File: src/design/wall_texture_coordinate_unit_macros.svh
// assertion macros for the wall texture coordinate unit
// no dependencies; included by the files that check their own logic
`ifndef WALL_TEXTURE_COORDINATE_UNIT_MACROS_SVH
`define WALL_TEXTURE_COORDINATE_UNIT_MACROS_SVH
`ifndef ASSERT_OFF
`define WTCU_ASSERT(label, clk, rst_n, prop, msg) \
  label: assert property (@(posedge clk) disable iff (!rst_n) prop) \
    else $error(msg);
`define WTCU_ASSERT_ALWAYS(label, clk, prop, msg) \
  label: assert property (@(posedge clk) prop) else $error(msg);
`else
`define WTCU_ASSERT(label, clk, rst_n, prop, msg)
`define WTCU_ASSERT_ALWAYS(label, clk, prop, msg)
`endif
`endif

File: src/design/wtcu_pkg.sv
// shared constants, types and helpers of the wall texture coordinate unit
// no dependencies
package wtcu_pkg;

  localparam int WIN_H_DEF = 1024;

  localparam int SIZE_W  = 13;
  localparam int RB_W    = 16;
  localparam int BPP_W   = 4;
  localparam int ANG_W   = 16;
  localparam int FRAC_W  = 16;
  localparam int COLH_W  = 24;
  localparam int ROWY_W  = 12;
  localparam int TXL_W   = 12;
  localparam int OFF_W   = 28;
  localparam int CFG_W   = 16;
  localparam int CFG_IDX_W = 2;

  localparam int DIF_W   = 18;
  localparam int DMAG_W  = 16;
  localparam int NUM_W   = DMAG_W + SIZE_W;
  localparam int DIV_STEPS = 13;

  localparam logic [1:0] FACE_NORTH = 2'd0;
  localparam logic [1:0] FACE_SOUTH = 2'd1;
  localparam logic [1:0] FACE_EAST  = 2'd2;
  localparam logic [1:0] FACE_WEST  = 2'd3;

  localparam logic [CFG_IDX_W-1:0] CFG_TEX_WIDTH  = 2'd0;
  localparam logic [CFG_IDX_W-1:0] CFG_TEX_HEIGHT = 2'd1;
  localparam logic [CFG_IDX_W-1:0] CFG_ROW_BYTES  = 2'd2;
  localparam logic [CFG_IDX_W-1:0] CFG_BPP        = 2'd3;

  localparam logic [SIZE_W-1:0] TEX_W_RST = 13'd64;
  localparam logic [SIZE_W-1:0] TEX_H_RST = 13'd64;
  localparam logic [RB_W-1:0]   RB_RST    = 16'd256;
  localparam logic [BPP_W-1:0]  BPP_RST   = 4'd4;
  localparam logic [SIZE_W-1:0] SIZE_MAX  = 13'd4096;

  typedef struct packed {
    logic [1:0]           face;
    logic [TXL_W-1:0]     tx;
    logic                 zero;
    logic                 sat;
    logic [COLH_W-1:0]    rem;
    logic [DIV_STEPS-1:0] dvd;
    logic [DIV_STEPS-1:0] quo;
    logic [COLH_W-1:0]    dsr;
  } wtcu_div_t;

  function automatic logic [SIZE_W-1:0] limit_size(input logic [SIZE_W-1:0] v);
    logic [SIZE_W-1:0] r;
    r = v;
    if (v == '0) begin
      r = 13'd1;
    end else if (v > SIZE_MAX) begin
      r = SIZE_MAX;
    end
    return r;
  endfunction

endpackage

File: src/design/wtcu_div_cell.sv
// one restoring divide cell: settles one quotient bit per stage
// depends on wtcu_pkg and the assertion macros
`include "wall_texture_coordinate_unit_macros.svh"
module wtcu_div_cell
  import wtcu_pkg::*;
(
  input  logic      clk,
  input  logic      rst_n,
  input  logic      in_valid,
  output logic      in_ready,
  input  wtcu_div_t in_data,
  output logic      out_valid,
  input  logic      out_ready,
  output wtcu_div_t out_data
);

  logic        v_r;
  wtcu_div_t   d_r;
  wtcu_div_t   d_nxt;
  logic [COLH_W:0] trial;
  logic [COLH_W:0] sub;
  logic        ge;

  assign in_ready = !v_r || out_ready;

  always_comb begin
    trial = {in_data.rem, in_data.dvd[DIV_STEPS-1]};
    sub   = trial - {1'b0, in_data.dsr};
    ge    = trial >= {1'b0, in_data.dsr};
    d_nxt = in_data;
    d_nxt.rem = ge ? sub[COLH_W-1:0] : trial[COLH_W-1:0];
    d_nxt.dvd = {in_data.dvd[DIV_STEPS-2:0], 1'b0};
    d_nxt.quo = {in_data.quo[DIV_STEPS-2:0], ge};
  end

  always_ff @(posedge clk) begin
    if (!rst_n) begin
      v_r <= 1'b0;
    end else if (in_ready) begin
      v_r <= in_valid;
    end
  end

  always_ff @(posedge clk) begin
    if (in_ready && in_valid) begin
      d_r <= d_nxt;
    end
  end

  assign out_valid = v_r;
  assign out_data  = d_r;

  `WTCU_ASSERT(a_rem_below_divisor, clk, rst_n, (in_valid && in_ready && !in_data.sat && !in_data.zero && (in_data.rem < in_data.dsr)) |=> (out_data.rem < out_data.dsr), "partial remainder reached the divisor")
  `WTCU_ASSERT(a_cell_holds, clk, rst_n, (out_valid && !out_ready) |=> (out_valid && $stable(out_data)), "stalled cell lost its word")

endmodule

File: config.mk
export PLATFORM = sky130hd
export DESIGN_NAME = wtcu_div_cell
export DESIGN_NICKNAME = d
export VERILOG_FILES = /design/src/design/wtcu_pkg.sv /design/src/design/wtcu_div_cell.sv
export VERILOG_INCLUDE_DIRS = /design/src /design/src/design
export SDC_FILE = /design/constraint.sdc
export NUM_CORES = 1
export LEC_CHECK = 0
export BUFFER_PORTS_ARGS = -buffer_cell sky130_fd_sc_hd__buf_2
export CAP_MARGIN = 10
export CORE_MARGIN = 2
export CORE_UTILIZATION = 49
export CTS_CLUSTER_SIZE = 30
export DETAILED_ROUTE_END_ITERATION = 8
export PLACE_DENSITY = 0.8
export SYNTH_ARGS = -nofsm -noshare
export SYNTH_HDL_FRONTEND = slang
export SYNTH_SLANG_ARGS = --single-unit
File: constraint.sdc
create_clock -name clk -period 4.7 [get_ports clk]
set_clock_uncertainty 0.05 [all_clocks]
set_input_delay 0.94 -clock clk [delete_from_list [all_inputs] [get_ports clk]]
set_output_delay 0.94 -clock clk [all_outputs]
set_load 0.02 [all_outputs]
==> results of run 1 <==
==> kinds of logic (layout without fill, tap and decap cells) <==
kind of cell	Yosys count	in the layout	synth area share, %
buf+inv	52	241	5.26
flops	90	90	57.2
fa+ha+maj	25	25	6.80
xor+xnor	11	11	2.05
mux	16	16	4.04
simple gates	77	77	8.42
other cells	1	2	0.0796
compound gates	98	98	16.2
==> critical path: cells and delay by family <==
kind	cells	cell delay, ns
adders and majority gates	1	0.53
muxes	1	0.37
AOI/OAI and AO/OA	1	0.40
and+or+nand+nor	3	0.92
buffers and inverters	3	0.34
==> Yosys cell counts, drive strengths merged, types with 3 or more instances <==
| cell | number | area [um2] |
|---|---|---|
| o21ai | 14 | 73.8 |
| mux2 | 12 | 150 |
| nand2 | 16 | 60.1 |
| and3 | 6 | 37.5 |
| o31a | 3 | 26.3 |
| a211oi | 6 | 50.1 |
| nor2 | 17 | 63.8 |
| o311ai | 6 | 52.6 |
| xnor2 | 10 | 87.6 |
| inv | 40 | 155 |
| clkbuf | 3 | 11.3 |
| or3 | 3 | 18.8 |
| a21boi | 4 | 30.0 |
| edfxtp | 89 | 2670 |
| nand4 | 6 | 37.5 |
| a21oi | 22 | 144 |
| o21a | 6 | 45.0 |
| nor3b | 3 | 22.5 |
| ha | 24 | 300 |
| a21o | 4 | 30.0 |
| o31ai | 7 | 66.3 |
| nor3 | 9 | 45.0 |
| o21bai | 4 | 30.0 |
| mux2i | 4 | 40.0 |
| o211ai | 4 | 30.0 |
| a31oi | 4 | 25.0 |
| buf | 9 | 81.3 |
| nand3 | 5 | 25.0 |
==> final cells by class <==
cell class	instances	area [um2]
clock buffers	10	128
repair buffers	185	931
inverters	40	155
clock inverters	6	97.6
multi-input cells	228	1770
fillers	778	3350
diodes	1	2.50
flip-flops and latches	90	2690
well taps	129	161
==> registers in the layout, indices dropped and copies added (netlist names) <==
register,count
out_valid,1
out_data,89
==> power groups by stage <==
stage               logic, mW  clock network [mW]  registers [mW]
CTS                     0.484               0.605           0.975
detailed placement      0.481                   0           0.993
floorplan               0.247                   0            1.08
finish                  0.484               0.591           0.974
global placement        0.474                   0           0.991
global route            0.524               0.624           0.980
==> metrics by stage <==
| stage | cells | utilization (%) | setup slack (ns) | hold slack [ns] |
|---|---|---|---|---|
| after floorplan | 370 | - | 0.891 | 0.700 |
| final | 689 | 64.0 | 1.26 | 0.505 |
| after global routing | 689 | 64.0 | 1.09 | 0.555 |
| after detailed placement | 672 | 61.5 | 0.904 | 0.489 |
| after global placement | 672 | 61.5 | 0.912 | 0.458 |
| after CTS | 688 | 63.9 | 1.28 | 0.505 |
==> per-layer routing <==
metal / global-route usage, % / vias to the layer above / wire length (um)
li1: - / 1787 / -
met4: 7.59 / 0 / 223
met1: 27.8 / 1778 / 4900
met5: 0 / - / 0
met2: 39.8 / 134 / 6230
met3: 5.75 / 20 / 925
==> path summary, 6_finish.rpt <==
kind	from	cells past startpoint	slack [ns]	end
worst max-delay path	in_data[18]	9	1.26	out_data[54]
worst min-delay path	out_valid	2	0.50	out_valid
worst max register to register	out_valid	3	2.68	out_data[25]
worst min register to register	out_valid	2	0.50	out_valid
==> results.tsv, run 1 <==
stage	metric	value	unit
logic_synthesis	Post-synth ARST share	0	%
power	Sw Ratio	29.0	%
power	Flop pwr share	47.6	%
power	power per cell area	345	mW/mm2
finish	layout cells sized above 1	40.6	%
hold_path	Worst Hold Class	register to register	
power	Int Pwr	1.46	mW
global_routing	vias in the first global route	3493	
job	max_cap viols	0	
finish	most frequent cells in the layout	183 x buf_2, 89 x edfxtp_1, 39 x inv_1, 24 x ha_1	
placed_design	# port buffers	183	
logic_synthesis	Synth Net Count	489	
sta	top achievable clock speed	291	MHz
power	Pleak	2.60	nW
die	number of core rows	35	
logic_synthesis	YS warnings	0	
critical_path	crit-path max cell delay	0.53	ns
critical_path	critical path class	input pin to register	
finish	Final #Nets	673	
power	net switching power	0.593	mW
sta	Final Cycle Share	73.2	%
logic_synthesis	dominant synthesized flop cell	edfxtp_1	
route	DRC Markers	0	
outcome	status	complete, no violations	
finish	Final Instance Area	0.00594	mm2
route	vias per std cell	5.40	
critical_path	crit path DAT	3.50	ns
critical_path	Worst Setup End Kind	register	
logic_synthesis	Netlist Area Pre-Place	0.00471	mm2
finish	area delta synth->final	26.1	%
power	overall power	2.05	mW
sta	setup TNS	0	ns
sta	RSZ-0062 raised after global routing	no	
clock_network	Skew-Pair Late Insertion Delay	0.35	ns
sta	Final Hold Viols	0	
clock_network	CTS tree	yes	
placed_design	GPL Wtd Cong	0.877	
clock_network	# H-tree levels	3	
placed_design	dpl hpwl	9430	um
die	die height	102	um
global_routing	initial antenna violation count	1	
route	antenna viol nets, final	0	
global_routing	Global Route Usage Sum	22.8	%
logic_synthesis	EDFF count, synth	89	
die	initial cell density of the core	50.7	%
logic_synthesis	library cells used by synthesis	63	
route	initial DRC count	218	
route	final WL	12300	um
clock_network	Clock transition at path regs	0.09	ns
global_routing	total grt overflow	0	
route	routed via count	3719	
sta	Worst-Margin Slew	0.826	ns
critical_path	CP cell instances	buf_2 -> inv_1 -> ha_1 -> nand4_1 -> nor2_1 -> nand2_1 -> o31a_1 -> inv_6 -> mux2_2	
die	DIE AREA	0.0104	mm2
clock_network	Clock Path Buffers	2	
global_routing	largest net degree at the start of global routing	64	
logic_synthesis	Syn Inst Count	370	
power	Peak supply drop	0.172	mV
die	Ports	186	
finish	leading cell type in the layout, fill and taps excluded	buf_2	
logic_synthesis	Syn Area/Cell	12.7	um2
logic_synthesis	Synth Register Bits	90	
power	Comb pwr share	23.6	%
critical_path	Worst EP required	4.76	ns
clock_network	Post-CTS Resized	0	
placed_design	Area after DPL	0.00571	mm2
clock_network	Post-CTS Setup Bufs	0	
die	Die Wd	102	um
sta	Rel. slew slack	44.9	%
global_routing	wire length of the first global-routing pass	18000	um
sta	final setup fails	0	
route	DR WL/cell	17.8	um
route	DR pass1 iterations	4	
clock_network	clock sinks	90	
critical_path	CP max FO	18	
clock_network	clock buffer count from CTS	9	
sta	Final Max Tran Viols	0	
clock_network	clk root buf	clkbuf_8	
logic_synthesis	sequential share of the synthesized area	57.2	%
critical_path	crit start category	input pin	
power	Clock power frac	28.8	%
clock_network	cts hold-fix bufs	0	
critical_path	Slowest-stage cell, CP	ha_1	
die	core area	0.00928	mm2
sta	Final min period	3.44	ns
Power figures use the tool's default switching activity.
==> run 2: changes to the inputs <==
--- a/config.mk
+++ b/config.mk
@@ -9,10 +9,10 @@
 export BUFFER_PORTS_ARGS = -buffer_cell sky130_fd_sc_hd__buf_2
 export CAP_MARGIN = 10
 export CORE_MARGIN = 2
-export CORE_UTILIZATION = 49
+export CORE_UTILIZATION = 44
 export CTS_CLUSTER_SIZE = 30
 export DETAILED_ROUTE_END_ITERATION = 8
-export PLACE_DENSITY = 0.8
+export PLACE_DENSITY = 0.76
 export SYNTH_ARGS = -nofsm -noshare
 export SYNTH_HDL_FRONTEND = slang
 export SYNTH_SLANG_ARGS = --single-unit
==> constraint.sdc (replaced) <==
create_clock -name clk -period 2.9 [get_ports clk]
set_clock_uncertainty 0.05 [all_clocks]
set_input_delay 0.58 -clock clk [delete_from_list [all_inputs] [get_ports clk]]
set_output_delay 0.58 -clock clk [all_outputs]
set_load 0.02 [all_outputs]
==> run 2 against run 1 <==
Count of clock-buffer cells in the layout shrank 1. Total power up 63%. Setup slack got worse by 1.0 ns. Largest cell class unchanged. Global-route usage shrank 0.57 points. Die area is 11% higher. Clock power grew 48%. Sequential cell count stayed put. Cell area rose by 7.2%. Critical path type unchanged. Sequential share of layout area down 3.0 points. Combinational power grew 83%. Utilization is 2.6 points lower. Routed wire length up 4.7%.
==> results.tsv, run 2 (synthesized netlist as in run 1, its figures left out) <==
stage	metric	value	unit	change
clock_network	cts hold-fix bufs	0		unchanged
sta	Rel. slew slack	67.3	%	was 44.9%
power	Comb pwr share	26.5	%	was 23.6%
sta	top achievable clock speed	379	MHz	
finish	layout cells sized above 1	46.2	%	was 40.6%
power	net switching power	0.996	mW	was 0.593 mW
global_routing	largest net degree at the start of global routing	39		was 64
critical_path	crit path DAT	2.70	ns	was 3.50 ns
hold_path	Worst Hold Class	input pin to register		was register to register
job	max_cap viols	0		unchanged
finish	Final Instance Area	0.00637	mm2	was 0.00594 mm2
power	Sw Ratio	29.9	%	was 29.0%
global_routing	total grt overflow	0		unchanged
global_routing	initial antenna violation count	0		was 1
finish	area delta synth->final	35.2	%	was 26.1%
finish	final core utilization	61.4	%	was 64.0%
placed_design	Area after DPL	0.00617	mm2	was 0.00571 mm2
outcome	status	complete, no violations		unchanged
sta	final setup fails	0		unchanged
sta	setup TNS	0	ns	unchanged
sta	Final min period	2.64	ns	
clock_network	Clock Path Buffers	2		unchanged
sta	RSZ-0062 raised after global routing	no		unchanged
power	Clock power frac	26.2	%	was 28.8%
clock_network	clk root buf	clkbuf_8		unchanged
die	Die Wd	107	um	was 102 um
sta	Worst-Margin Slew	0.485	ns	was 0.826 ns
power	Peak supply drop	0.241	mV	was 0.172 mV
global_routing	vias in the first global route	3907		was 3493
die	DIE AREA	0.0115	mm2	was 0.0104 mm2
die	Ports	186		unchanged
power	Flop pwr share	47.3	%	was 47.6%
finish	register area	0.00269	mm2	unchanged
finish	Final #Nets	731		was 673
global_routing	wire length of the first global-routing pass	19700	um	was 18000 um
route	routed via count	3902		was 3719
route	vias per std cell	5.18		was 5.40
die	initial cell density of the core	45.4	%	was 50.7%
sta	Final Hold Viols	0		unchanged
critical_path	Worst EP required	2.96	ns	was 4.76 ns
route	DR pass1 iterations	5		was 4
critical_path	Worst Setup End Kind	register		unchanged
clock_network	CTS tree	yes		unchanged
clock_network	Post-CTS Resized	0		unchanged
power	power per cell area	524	mW/mm2	was 345 mW/mm2
finish	fillers	877		was 778
finish	leading cell type in the layout, fill and taps excluded	buf_2		unchanged
route	antenna viol nets, final	0		unchanged
die	core area	0.0104	mm2	was 0.00928 mm2
route	DR WL/cell	17.1	um	was 17.8 um
die	number of core rows	37		was 35
clock_network	clock sinks	90		unchanged
route	final WL	12900	um	was 12300 um
power	Int Pwr	2.34	mW	was 1.46 mW
finish	multi-input logic area	0.00177	mm2	unchanged
placed_design	dpl hpwl	10200	um	was 9430 um
clock_network	clock buffer count from CTS	9		unchanged
die	die height	107	um	was 102 um
finish	max reg flops	89		unchanged
power	overall power	3.34	mW	was 2.05 mW
finish	most frequent cells in the layout	183 x buf_2, 89 x edfxtp_1, 59 x buf_4, 39 x inv_1, 24 x ha_1		was 183 x buf_2, 89 x edfxtp_1, 39 x inv_1, 24 x ha_1
sta	Final Cycle Share	90.9	%	
finish	Antenna diodes	0		was 1
critical_path	crit start category	input pin		unchanged
clock_network	Post-CTS Setup Bufs	0		unchanged
placed_design	# port buffers	183		unchanged
placed_design	GPL Wtd Cong	0.921		was 0.877
critical_path	CP max FO	18		unchanged
sta	Final Max Tran Viols	0		unchanged
clock_network	# H-tree levels	3		unchanged
route	initial DRC count	190		was 218
power	Pleak	2.86	nW	was 2.60 nW
route	DRC Markers	0		unchanged
global_routing	Global Route Usage Sum	22.3	%	was 22.8%
clock_network	Skew-Pair Late Insertion Delay	0.36	ns	was 0.35 ns
clock_network	Clock transition at path regs	0.10	ns	was 0.09 ns
critical_path	critical path class	input pin to register		unchanged
==> run 2: critical path: stages <==
cell	delay, ns
buf_2	0.09
inv_1	0.04
ha_1	0.37
a21oi_1	0.35
o21ai_0	0.20
a21o_1	0.22
a21oi_2	0.13
o31a_1	0.26
inv_6	0.13
mux2_4	0.32
==> run 2: layout make-up <==
class	count	share of cell area, %
inverter	40	2.44
clock inverter	7	1.18
sequential	90	42.3
clock buffer	9	1.95
timing repair buffer	243	21.7
tap	136	2.67
multi-input combinational	228	27.8
==> run 2: path summary, 6_finish.rpt <==
kind               start      endpoint  slack [ns]  cells past startpoint
max          in_data[12]  out_data[62]        0.26                     10
min reg2reg    out_valid     out_valid        0.50                      2
min          in_data[26]  out_data[27]        0.34                      1
max reg2reg    out_valid  out_data[59]        1.37                      3
==> run 2: routing by layer <==
metal | GRT usage [%] | routed length (um) | up-vias
met5 | 0 | 0 | -
met4 | 6.96 | 246 | 0
met3 | 6.30 | 914 | 18
li1 | - | - | 1894
met1 | 27.6 | 5520 | 1857
met2 | 37.8 | 6170 | 133
==> run 2: power by group through the flow <==
| stage | combinational, mW | clock, mW | sequential, mW |
|---|---|---|---|
| CTS | 0.888 | 0.894 | 1.58 |
| global placement | 0.870 | 0 | 1.61 |
| floorplan | 0.401 | 0 | 1.74 |
| global route | 0.957 | 0.949 | 1.59 |
| detailed placement | 0.883 | 0 | 1.61 |
| finish | 0.886 | 0.873 | 1.58 |
==> run 2: metrics by stage <==
step | instances | hold WS, ns | worst slack (ns)
after floorplan | 370 | 0.629 | 0.0364
after global placement | 737 | 0.469 | -0.0876
after detailed placement | 737 | 0.491 | -0.0869
after CTS | 753 | 0.323 | 0.295
after global routing | 753 | 0.313 | 0.167
final | 753 | 0.335 | 0.264
